File: config.mk
export PLATFORM = sky130hd
export DESIGN_NAME = spoly_ctrl
export DESIGN_NICKNAME = d
export VERILOG_FILES = /design/src/hw/rtl/spoly_pkg.sv /design/src/hw/rtl/spoly_ctrl.sv
export SDC_FILE = /design/constraint.sdc
export NUM_CORES = 1
export LEC_CHECK = 0
export BUFFER_PORTS_ARGS = -buffer_cell sky130_fd_sc_hd__buf_2
export CAP_MARGIN = 20
export CORE_MARGIN = 5
export CORE_UTILIZATION = 31
export DETAILED_ROUTE_END_ITERATION = 10
export MAX_ROUTING_LAYER = met4
export PLACE_DENSITY = 0.57
export SLEW_MARGIN = 30
export SYNTH_ARGS = -nofsm -noshare
export SYNTH_HDL_FRONTEND = slang
export SYNTH_SLANG_ARGS = --single-unit
File: constraint.sdc
create_clock -name clk_i -period 1.67 [get_ports clk_i]
set_input_delay 0 -clock clk_i [delete_from_list [all_inputs] [get_ports clk_i]]
set_output_delay 0 -clock clk_i [all_outputs]
set_load 0.02 [all_outputs]
File: src/hw/rtl/spoly_pkg.sv
package spoly_pkg;

  // Command codes carried on the input channel; codes 6 and 7 are ignored.
  typedef enum logic [2:0] {
    FUNC_LOAD_A = 3'd0,
    FUNC_LOAD_B = 3'd1,
    FUNC_CLEAR  = 3'd2,
    FUNC_ADD    = 3'd3,
    FUNC_SUB    = 3'd4,
    FUNC_MUL    = 3'd5
  } func_e;

  typedef enum logic [3:0] {
    ST_IDLE,
    ST_LOAD_RD,
    ST_LOAD_WR,
    ST_SCAN,
    ST_EMIT,
    ST_MUL_ROW,
    ST_MUL_PAIR,
    ST_MUL_PROD,
    ST_MUL_ACC
  } state_e;

  // Controller to datapath
  typedef struct packed {
    logic capture;    // latch the accepted input item
    logic clear;      // empty both stores and the product store
    logic init_as;    // start an add/subtract scan at the top exponent
    logic init_mul;   // start a product walk, drop old product terms
    logic init_res;   // start the product result scan
    logic load_rd;    // read the addressed A or B entry
    logic load_wr;    // write back the accumulated load
    logic scan_rd;    // read the entries at the scan exponent
    logic emit;       // load the output register
    logic scan_dec;   // step the scan exponent down
    logic pair_rd;    // read A[i], B[j] and the product sum at i+j
    logic pair_mult;  // register the product
    logic pair_wr;    // accumulate the product into its sum
    logic pair_step;  // next B index, wrapping into the next A row
    logic row_step;   // skip to the next A row
  } cmd_t;

  // Datapath to controller
  typedef struct packed {
    func_e in_func;   // command code on the input channel
    logic  exp_ok;    // latched load exponent lies inside the store
    logic  scan_hit;  // a term is present at the scan exponent
    logic  scan_zero; // scan exponent is zero
    logic  out_free;  // output register can take a term this cycle
    logic  a_hit;     // A term present at the row index
    logic  b_hit;     // B term present at the column index
    logic  i_end;     // row index at its top
    logic  j_end;     // column index at its top
  } stat_t;

endpackage

File: src/hw/rtl/spoly_ctrl.sv
module spoly_ctrl (
  input  logic            clk_i,
  input  logic            rst_ni,
  input  logic            in_valid_i,
  output logic            in_stall_o,
  input  spoly_pkg::stat_t stat_i,
  output spoly_pkg::cmd_t  cmd_o
);

  import spoly_pkg::*;

  state_e state_q, state_d;

  always_ff @(posedge clk_i or negedge rst_ni) begin
    if (!rst_ni) begin
      state_q <= ST_IDLE;
    end else begin
      state_q <= state_d;
    end
  end

  always_comb begin
    state_d    = state_q;
    cmd_o      = '0;
    in_stall_o = 1'b1;

    unique case (state_q)
      ST_IDLE: begin
        in_stall_o = 1'b0;
        if (in_valid_i) begin
          unique case (stat_i.in_func)
            FUNC_LOAD_A, FUNC_LOAD_B: begin
              cmd_o.capture = 1'b1;
              state_d       = ST_LOAD_RD;
            end
            FUNC_CLEAR: begin
              cmd_o.clear = 1'b1;
            end
            FUNC_ADD, FUNC_SUB: begin
              cmd_o.capture = 1'b1;
              cmd_o.init_as = 1'b1;
              state_d       = ST_SCAN;
            end
            FUNC_MUL: begin
              cmd_o.capture  = 1'b1;
              cmd_o.init_mul = 1'b1;
              state_d        = ST_MUL_ROW;
            end
            default: begin
            end
          endcase
        end
      end

      ST_LOAD_RD: begin
        if (stat_i.exp_ok) begin
          cmd_o.load_rd = 1'b1;
          state_d       = ST_LOAD_WR;
        end else begin
          state_d = ST_IDLE;
        end
      end

      ST_LOAD_WR: begin
        cmd_o.load_wr = 1'b1;
        state_d       = ST_IDLE;
      end

      ST_SCAN: begin
        if (stat_i.scan_hit) begin
          cmd_o.scan_rd = 1'b1;
          state_d       = ST_EMIT;
        end else if (stat_i.scan_zero) begin
          state_d = ST_IDLE;
        end else begin
          cmd_o.scan_dec = 1'b1;
        end
      end

      ST_EMIT: begin
        if (stat_i.out_free) begin
          cmd_o.emit = 1'b1;
          if (stat_i.scan_zero) begin
            state_d = ST_IDLE;
          end else begin
            cmd_o.scan_dec = 1'b1;
            state_d        = ST_SCAN;
          end
        end
      end

      ST_MUL_ROW: begin
        if (stat_i.a_hit) begin
          state_d = ST_MUL_PAIR;
        end else if (stat_i.i_end) begin
          cmd_o.init_res = 1'b1;
          state_d        = ST_SCAN;
        end else begin
          cmd_o.row_step = 1'b1;
        end
      end

      ST_MUL_PAIR, ST_MUL_ACC: begin
        if (state_q == ST_MUL_PAIR && stat_i.b_hit) begin
          cmd_o.pair_rd = 1'b1;
          state_d       = ST_MUL_PROD;
        end else begin
          cmd_o.pair_wr = (state_q == ST_MUL_ACC);
          if (stat_i.j_end && stat_i.i_end) begin
            cmd_o.init_res = 1'b1;
            state_d        = ST_SCAN;
          end else begin
            cmd_o.pair_step = 1'b1;
            state_d         = stat_i.j_end ? ST_MUL_ROW : ST_MUL_PAIR;
          end
        end
      end

      ST_MUL_PROD: begin
        cmd_o.pair_mult = 1'b1;
        state_d         = ST_MUL_ACC;
      end

      default: begin
        state_d = ST_IDLE;
      end
    endcase
  end

  // product pipeline runs read, multiply, accumulate without gaps
  a_pair_mult: assert property (@(posedge clk_i) disable iff (!rst_ni)
    cmd_o.pair_rd |=> cmd_o.pair_mult)
    else $error("product read not followed by multiply");

  a_pair_acc: assert property (@(posedge clk_i) disable iff (!rst_ni)
    cmd_o.pair_mult |=> cmd_o.pair_wr)
    else $error("multiply not followed by accumulate");

  a_idle_take: assert property (@(posedge clk_i) disable iff (!rst_ni)
    !in_stall_o |-> (state_q == ST_IDLE))
    else $error("input taken outside idle");

endmodule

==> Word level (Yosys, flattened, before mapping) <==
Cells that the tools add are included.
{ "totals": {"output_inout_bits": 16, "register_bits": 4, "word_cells": 72} }
{ "op_classes": {"n_reduce_logical": 9, "n_eq_ne": 18, "muxes": 44} }
{ "ops": {"columns": ["operator", "n"], "rows": [
  ["$mux W4", 9],
  ["$pmux W4 S7", 1],
  ["$mux W1", 24],
  ["$eq A4 B3 Y1 const B", 4],
  ["$mux W2", 6],
  ["$pmux W4 S3", 1],
  ["$eq A4 B2 Y1 const B", 2],
  ["$eq A3 B2 Y1 const B", 2],
  ["$eq A3 B3 Y1 const B", 2],
  ["$ne A3 B3 Y1 const B", 2],
  ["$reduce_or A2 Y1", 3],
  ["$reduce_and A5 Y1", 1],
  ["$reduce_or A5 Y1", 1],
  ["$eq A4 B1 Y1 const B", 1],
  ["$eq A4 B4 Y1 const B", 1],
  ["$logic_not A4 Y1", 1],
  ["$ne A2 B2 Y1 const B", 2],
  ["$ne A4 B1 Y1 const B", 1],
  ["$pmux W1 S2", 2],
  ["$eq A3 B1 Y1 const B", 1],
  ["$logic_not A3 Y1", 1],
  ["$mux W3", 1],
  ["$logic_and A1 B1 Y1", 2]
]} }

==> Longest topological paths before layout <==
Gate-level depths: netlist of the first run.
{ "depth": {"ltp_word": 5, "mapped_depth": 6, "ltp_nobuf": 5} }

==> Worst setup path before layout of the first run <==
OpenSTA, ideal clock, no wires.
{ "synth_timing": {"kind": "reg-to-output", "from": "register state_q[2]", "to": "output port cmd_o[13] (netlist name)", "stages_incl_launch_ff": 5, "t_arrival_ns": 1.689, "path_slack_ns": -0.019, "cell_sequence": "dfrtp_1 buf_2 nor4_2 nand2_1 nor4b_1"} }
{ "synth_rtl": {"columns": ["item", "line_no", "source"], "rows": [
  ["start, declared", "spoly_ctrl.sv:12", "state_e state_q, state_d;"],
  ["start signal, assigned", "spoly_ctrl.sv:18", "state_q <= state_d;"],
  ["end, declared", "spoly_ctrl.sv:7", "output spoly_pkg::cmd_t cmd_o"]
]} }

==> results.md, run 1 <==
- Status: finished with violations
- Failing checks: setup timing
- DRT Wirelength: 1.887 mm
- Wl on met1: between 700 and 800 um
- Largest register by flop count: state_q
- Most frequent cell after synthesis: nor2_1
- Leakage power: approximately 0.45 nW
- Initial antenna violation count: 0
- Synth Flop Type: dfrtp_1
- GRT overflow: 0
- Largest stage delay, worst path: 0.57 ns
- Worst Path Required: around 1.7 ns
- Synth top area cells: dfrtp_1 18%, nor2b_1 6.7%, nor2_1 6.1%
- Die height: 52.38 um
- Drt wl/cell: 12.92 um
- Crit-path max FO: 3
- Register area share after synthesis: 0.1798
- Synth async-reset ratio: 1.000
- Endpoints failing setup: 1
- Share of cells above drive strength 1: 0.5455
- Flops & latches, synth: 4
- Slew Limit Fails: 0
- Syn Nets: between 90 and 100
- Number of max-cap violations: 0
- Vias in the first global route: 711
- Max Clock Skew: 0.001464 ns
- Largest regs: state_q x4
- HPWL Detailed: 1.332 mm
- Arrival @ worst endpoint: 1.70 ns
- Worst-path clk slew: 0.04 ns
- Worst Hold Class: in2async
- First-pass GRT wire length: a little under 3 mm
- Routed vias: 744
- Drt first-iter violations: 6
- Critical path class: reg2out
- CTS Buf Count: 3
- Maximum VDD drop: 0.6409 mV
- Mean Syn Cell Area: 7.138 um^2
- Htree depth: 1
- Input/output buffers: 29
- Metal3 WL: around 110 um
- Final Cell Area: ~950 um^2
- Ports: 30
- Clock root buffer: clkbuf_4
- Gate count of the mapped netlist: 78
- Number of inserted diodes: 0
- Worst-Margin Slew: 0.5419 ns
- Synthesized area: 556.8 um^2
- ANT nets after route: 0
- Synth warn: 0
- Post-DP Area: 772.0 um^2
- Hold Vio Cnt, Final: 0
- Row count: 15
- Die area: 2744 um^2
- Sink Count: 4
- Die Wd: 52.38 um
- Tot GR Track Use: 0.1422
- RSZ-0062 raised after global routing: true
- FF+latch area: 105.1 um^2
- Max FFs per register: 4
- Nature of the critical path startpoint: flop
- Largest net degree at the start of global routing: 8
- Crit share post-route: 1.021
- Metal2 WL: about 970 um
- Post-synth top cells: 9 x nor2_1, 7 x nand2_1, 6 x nor2b_1
- Synth area leader: dfrtp_1
- Area Overhead vs Synth: 70.11%
- Synth top area share: 0.1798
- Avg Vias per Cell: 5.096
- Gp weighted congestion: just under 0.8
- Layout Nets: 137
- Fmax: 586.6 MHz
- CTS tree: done
- Crit. End Element: primary output
- Final core utilization: 0.5486
- Crit path max-delay cell type: or4b_4
- Clk_lat worst skew: 0.23 ns
- Number of synthesized flops with an enable pin: 0
- Netlist cell types: 35
- CP Cell Sequence: or4b_4 > nand2_4 > a31oi_1 > nor2b_1 > buf_4
- Worst setup margin: -0.03476 ns
- Initial Utilization: 0.3225
- Min Tclk post-route: roughly 1.7 ns
- Placeable Area: around 1700 um^2
- Rel. slew slack: 0.6378
- Detailed Routing Iterations Pass 1: 4
- Multi-input logic area: 493.0 um^2
- Worst-case clock buffer depth: 2
- Filler cells: 166
- Max Used Layer: met4
- P per Cell Area: 1168 nW/um^2
- DRC: 0
==> kinds of logic (layout without fill, tap and decap cells) <==
| family | after synthesis | in the layout | share of synthesized area |
|---|---|---|---|
| mux | 1 | 1 | 0.01798 |
| compound gates | 17 | 17 | 0.2180 |
| simple gates | 48 | 48 | 0.5214 |
| flops | 4 | 4 | 0.1798 |
| buf+inv | 8 | 51 | 0.06291 |
==> worst paths after layout <==
kind / from / endpoint / slack [ns] / depth (start not counted)
max: state_q[1]$_DFFE_PN0P_ / cmd_o[10] / -0.03 / 5
min: rst_ni / state_q[2]$_DFFE_PN0P_ / 0.1 / 2
max reg2reg: state_q[1]$_DFFE_PN0P_ / state_q[1]$_DFFE_PN0P_ / 0.06 / 5
min reg2reg: state_q[3]$_DFFE_PN0P_ / state_q[1]$_DFFE_PN0P_ / 0.71 / 3
max in group asynchronous: rst_ni / state_q[1]$_DFFE_PN0P_ / 1.44 / 2
min in group clk_i: stat_i[6] / state_q[1]$_DFFE_PN0P_ / 0.11 / 3
==> metrics by stage <==
step / worst slack, ns / cells / hold slack [ns] / setup TNS (ns) / power, mW
4_1_cts: 0.0001888 / 144 / 0.09647 / 0 / 1.063
5_1_grt: -0.09455 / 146 / 0.1098 / -0.2671 / 1.192
2_1_floorplan: 0.1467 / 78 / -0.2956 / 0 / 0.6077
6_report: -0.03476 / 146 / 0.09921 / -0.03476 / 1.106
3_3_place_gp: 0.08341 / 135 / -0.1948 / 0 / 0.8420
3_5_place_dp: 0.06922 / 135 / -0.1946 / 0 / 0.8417
==> repair_timing <==
action                                  in CTS  in global routing
endpoints found under the setup margin       4                  8
gates resized for setup                     10                  9
hold buffers                                 1                  0
gates cloned                                 0                  0
pin swaps                                    1                  6
setup buffers                                5                  2
hold endpoints to repair                     4                  0
==> critical path: cells and delay by family (launching register included) <==
kind,cells,cell delay (ns)
simple gates,3,0.79
flops,1,0.43
buf+inv,1,0.15
compound gates,1,0.10
==> final cells by class <==
class | instances | area share
well taps | 25 | 0.03303
flip-flops and latches | 4 | 0.1110
repair buffers | 44 | 0.2959
multi-input cells | 66 | 0.5205
clock buffers | 3 | 0.02378
inverters | 4 | 0.01585
==> routing by layer <==
metal  vias to the layer above  global-route usage
li1                        371                   -
met1                       343              0.1647
met2                        26              0.2479
met3                         4             0.01994
met4                         0             0.05106
met5                         -                   -
==> layout by cell type (no fill, tap or decap), types with 2 or more instances in the layout <==
cell type	n
buf_2	26
buf_4	16
nor2_1	8
nand2_1	6
nor2b_1	6
inv_1	4
dfrtp_2	4
nand3b_1	3
o21ai_1	3
clkbuf_4	3
nand2b_1	2
nor4b_2	2
and2_1	2
or4b_4	2
a21oi_1	2
nor3_1	2
nor4_1	2
==> report_power, final <==
group	total, mW	leakage, nW	internal [mW]	switching, mW
registers	0.187	0.0475	0.133	0.0535
logic	0.801	0.391	0.383	0.418
clock network	0.119	0.0138	0.0803	0.0385
(Power assumes the default switching activity.)
==> run 2, diff against run 1 <==
SETUP_SLACK_MARGIN = 0.4   (was default)
==> results.md, run 2 (synthesis results as in run 1) <==
- Status: finished with violations
- Failing checks: setup timing
- Worst-case clock buffer depth: 2
- M2 GR Usage: 0.3161
- DRT Wirelength: 2.213 mm
- Clock root buffer: clkbuf_4
- Die area: ~2700 um^2
- Die height: 52.38 um
- RSZ-0062 raised after global routing: true
- DRC: 0
- Initial antenna violation count: 0
- Total power: 1.480 mW
- Row count: 15
- Htree depth: 1
- Drt first-iter violations: 12
- Commonest non-fill, non-tap cell in the layout: buf_4
- Final core utilization: 0.6790
- HPWL Detailed: between 1 and 1.5 mm
- Ports: 30
- ANT nets after route: 0
- Largest net degree at the start of global routing: 9
- Crit-path max FO: 6
- Grt met1 use: 0.1997
- Crit path max-delay cell type: or4b_4
- Top delay family on crit path: simple AND/OR/NAND/NOR gates
- Worst-path clk slew: roughly 0.040 ns
- Area Overhead vs Synth: 110.6%
- Fmax: 593.8 MHz
- WP buf/inv: 1
- Commonest cells after routing, fill and taps aside: 22 x buf_4, 15 x buf_2, 12 x buf_6
- Initial Utilization: 0.3225
- Avg Vias per Cell: a little over 5
- Critical path class: reg2out
- Crit. End Element: primary output
- Endpoints failing setup: 2
- Layout Nets: 146
- Crit. path cell count: 5
- Sink Count: 4
- Gp weighted congestion: 0.7571
- Tot GR Track Use: 0.1751
- Crit share post-route: 1.008
- Largest stage delay, worst path: 0.56 ns
- Input/output buffers: 29
- Largest regs: state_q x4
- GRT overflow: 0
- Placeable Area: 1727 um^2
- First-pass GRT wire length: 3.539 mm
- CTS Buf Count: 3
- Slew Limit Fails: 0
- Detailed Routing Iterations Pass 1: 4
- P per Cell Area: 1262 nW/um^2
- Fin Setup TNS: -0.01587 ns
- Die Wd: about 52 um
- Drt wl/cell: 14.28 um
- CTS tree: done
- Nature of the critical path startpoint: flop
- Reg2Reg Depth: 5
- Largest register by flop count: state_q
- Share of cells above drive strength 1: 0.6692
- Pre-CTS WS: 0.04793 ns
- Routed vias: between 800 and 900
- Max Clock Skew: 0.001677 ns
- Number of max-cap violations: 0
- GRT busiest layer: met2
- Min Tclk post-route: 1.684 ns
- Vias in the first global route: 811
- Worst Hold Class: in2async
- Hold Vio Cnt, Final: 0
- Worst-Margin Slew: 0.4753 ns
- Number of inserted diodes: 0
- Maximum VDD drop: 0.8712 mV
- Arrival @ worst endpoint: 1.68 ns
- Clk_lat worst skew: 0.24 ns
- Rel. slew slack: 0.6803
- Filler cells: 150
- Max FFs per register: 4
- Leakage power: 0.5242 nW
- Worst setup margin: -0.01411 ns
- Worst Path Required: 1.67 ns
- CP Cell Sequence: or4b_4 > nand2_4 > a31oi_1 > nor2b_2 > buf_4
- GR Layer Usage met3: 0.02564
-- run 2: through the flow --
stage          instances  instance area, um^2  hold slack, ns
2_1_floorplan         78                645.6         -0.2956
3_3_place_gp         136                849.6         -0.1903
3_5_place_dp         136                849.6         -0.1935
4_1_cts              152                 1110         0.08759
5_1_grt              155                 1172          0.1229
6_report             155                 1172         0.09729
-- run 2: path summary, 6_finish.rpt --
path	from	end	slack [ns]
setup / recovery	state_q[0]$_DFFE_PN0P_	cmd_o[10]	-0.01
hold / removal	rst_ni	state_q[0]$_DFFE_PN0P_	0.1
setup reg to reg	state_q[0]$_DFFE_PN0P_	state_q[0]$_DFFE_PN0P_	0.06
max in group asynchronous	rst_ni	state_q[2]$_DFFE_PN0P_	1.44
hold reg to reg	state_q[0]$_DFFE_PN0P_	state_q[3]$_DFFE_PN0P_	0.75
min in group clk_i	stat_i[6]	state_q[1]$_DFFE_PN0P_	0.12
-- run 2: cell type report --
type,count,area (um^2),area share
clock buffer,3,22.52,0.01921
inverter,4,15.01,0.01281
multi-input combinational,66,558.0,0.4760
sequential,4,105.1,0.08965
tap,25,31.28,0.02668
timing repair buffer,53,440.4,0.3757
-- run 2: where the power goes --
part           switching, mW  internal [mW]  total, mW
combinational          0.533          0.632       1.17
sequential            0.0595          0.133      0.192
clock                 0.0417         0.0805      0.122
-- run 2: layer usage --
layer / vias up / share of wire
met5: - / 0
met4: 0 / 0.011
met3: 2 / 0.047
met2: 32 / 0.53
met1: 377 / 0.41
li1: 393 / -
-- run 2: what timing repair did --
| action | in CTS | in global routing |
|---|---|---|
| endpoints found under the setup margin | 19 | 18 |
| hold buffers | 1 | 0 |
| gates resized for setup | 37 | 11 |
| buffers inserted | 12 | 3 |
| pin swaps | 8 | 1 |
| hold endpoints to repair | 4 | 0 |
==> run 3, diff against run 2 <==
SETUP_SLACK_MARGIN = 0.2   (was 0.4)
==> results.md, run 3 (synthesis results as in run 1) <==
- Clock root buffer: clkbuf_4
- CTS Buf Count: 3
- Crit. End Element: primary output
- First-pass GRT wire length: 3.436 mm
- Failing checks: setup timing
- Rel. slew slack: 0.7182
- GRT overflow: 0
- Htree depth: 1
- Placed cell count: 136
- Worst setup margin: -0.001563 ns
- Worst-case clock buffer depth: 2
- Pre-CTS WS: 0.1357 ns
- Die Wd: 52.38 um
- Ports: 30
- Tot GR Track Use: 0.1687
- DRC: 0
- Status: finished with violations
- Drt first-iter violations: 13
- Maximum VDD drop: between 0.8 and 0.9 mV
- DRT Wirelength: 2.331 mm
- Worst Path Required: around 1.7 ns
- Largest register by flop count: state_q
- Share of cells above drive strength 1: 0.6818
- Arrival @ worst endpoint: 1.67 ns
- Largest stage delay, worst path: about 0.57 ns
- Layout Nets: ~150
- Largest regs: state_q x4
- Crit-path max FO: 4
- Sink Count: 4
- Worst-Margin Slew: about 0.42 ns
- Worst Hold Class: in2async
- Largest net degree at the start of global routing: 8
- Commonest cells after routing, fill and taps aside: 24 x buf_4, 16 x buf_2, 14 x buf_6
- Leakage power: 0.5430 nW
- P per Cell Area: 1284 nW/um^2
- Routed vias: 810
- Nature of the critical path startpoint: flop
- Worst-path clk slew: 0.04 ns
- ANT nets after route: 0
- Reg2reg start: state_q[1]$_DFFE_PN0P_
- CTS tree: done
- Die area: around 2700 um^2
- Endpoints failing setup: 2
- Gp weighted congestion: ~0.8
- Reg2reg setup slack: -0.002 ns
- Placeable Area: around 1700 um^2
- CP Cell Sequence: or4b_4 > nand2_4 > a31oi_2 > nor2b_2 > buf_4
- Input/output buffers: 29
- Fmax: 598.2 MHz
- End of the worst register-to-register path: state_q[1]$_DFFE_PN0P_
- Row count: 15
- Number of inserted diodes: 0
- Critical path class: reg2out
- Final std cells w/o fill: between 150 and 200
- Initial Utilization: 0.3225
- Number of max-cap violations: 0
- RSZ-0062 raised after global routing: true
- Max FFs per register: 4
- Commonest non-fill, non-tap cell in the layout: buf_4
- Crit path max-delay cell type: or4b_4
- Max Clock Skew: 0.006753 ns
- Min Tclk post-route: 1.672 ns
- Initial antenna violation count: 0
- Area Overhead vs Synth: 117.1%
- Avg Vias per Cell: 5.159
- Hold Vio Cnt, Final: 0
- Die height: 52.38 um
- Slew Limit Fails: 0
- Clk_lat worst skew: 0.24 ns
- Detailed Routing Iterations Pass 1: 4
- Drt wl/cell: 14.85 um
- Crit share post-route: 1.001
- Reg2Reg Depth: 5
- HPWL Detailed: 1.431 mm
- Vias in the first global route: 767
run 3: what timing repair did:
action	4_1_cts	5_1_grt
gates resized for setup	29	35
hold buffers	1	0
buffers inserted	11	6
endpoints found under the setup margin	13	16
cloned	0	0
hold endpoints to repair	4	0
pin swaps	6	10
run 3: cell type report:
class / count / area, um^2
Multi-Input combinational cell: 66 / 601.8
Fill cell: 135 / 518.0
Timing Repair Buffer: 55 / 427.9
Sequential cell: 4 / 105.1
Tap cell: 25 / 31.28
Clock buffer: 3 / 22.52
Inverter: 4 / 20.02
run 3: how the worst max path moves through the flow:
stage	start	endpoint	slack (ns)
finish	state_q[1]$_DFFE_PN0P_	cmd_o[10]	-0.002
global route	state_q[3]$_DFFE_PN0P_	cmd_o[10]	-0.06
CTS	state_q[0]$_DFFE_PN0P_	cmd_o[10]	-0.01
detailed placement	state_q[3]$_DFFE_PN0P_	cmd_o[10]	0.14
global placement	state_q[3]$_DFFE_PN0P_	cmd_o[10]	0.14
floorplan	state_q[2]$_DFFE_PN0P_	state_q[2]$_DFFE_PN0P_	0.18
run 3: where the power goes:
| group | total [mW] | internal, mW | switching [mW] |
|---|---|---|---|
| logic | 1.24 | 0.647 | 0.597 |
| clock network | 0.125 | 0.0807 | 0.0442 |
| registers | 0.184 | 0.133 | 0.0510 |
run 3: worst max-delay path, delay by kind of cell (launching register included):
family,cells,cell delay (ns)
AOI/OAI and AO/OA,1,0.10
buffers and inverters,1,0.14
DFF,1,0.43
and+or+nand+nor,3,0.77
run 3: per-stage QoR:
step	hold WS, ns	total power [mW]	setup TNS [ns]	area [um^2]	util
6_report	0.1038	1.552	-0.001813	1209	0.7000
5_1_grt	0.1099	1.652	-0.2247	1209	0.7000
4_1_cts	0.08202	1.298	-0.01090	1023	0.5928
3_5_place_dp	-0.1936	0.8637	0	789.5	0.4572
3_3_place_gp	-0.1944	0.8586	0	789.5	0.4572
2_1_floorplan	-0.2956	0.6159	0	573.1	-
run 3: metal layers:
layer,routed length (um),share of wire,track usage,vias to the layer above
li1,-,-,-,395
met1,978,0.42,0.1952,381
met2,1215,0.52,0.3037,28
met3,93,0.040,0.02564,6
met4,44,0.019,0.03830,0
met5,0,0,-,-
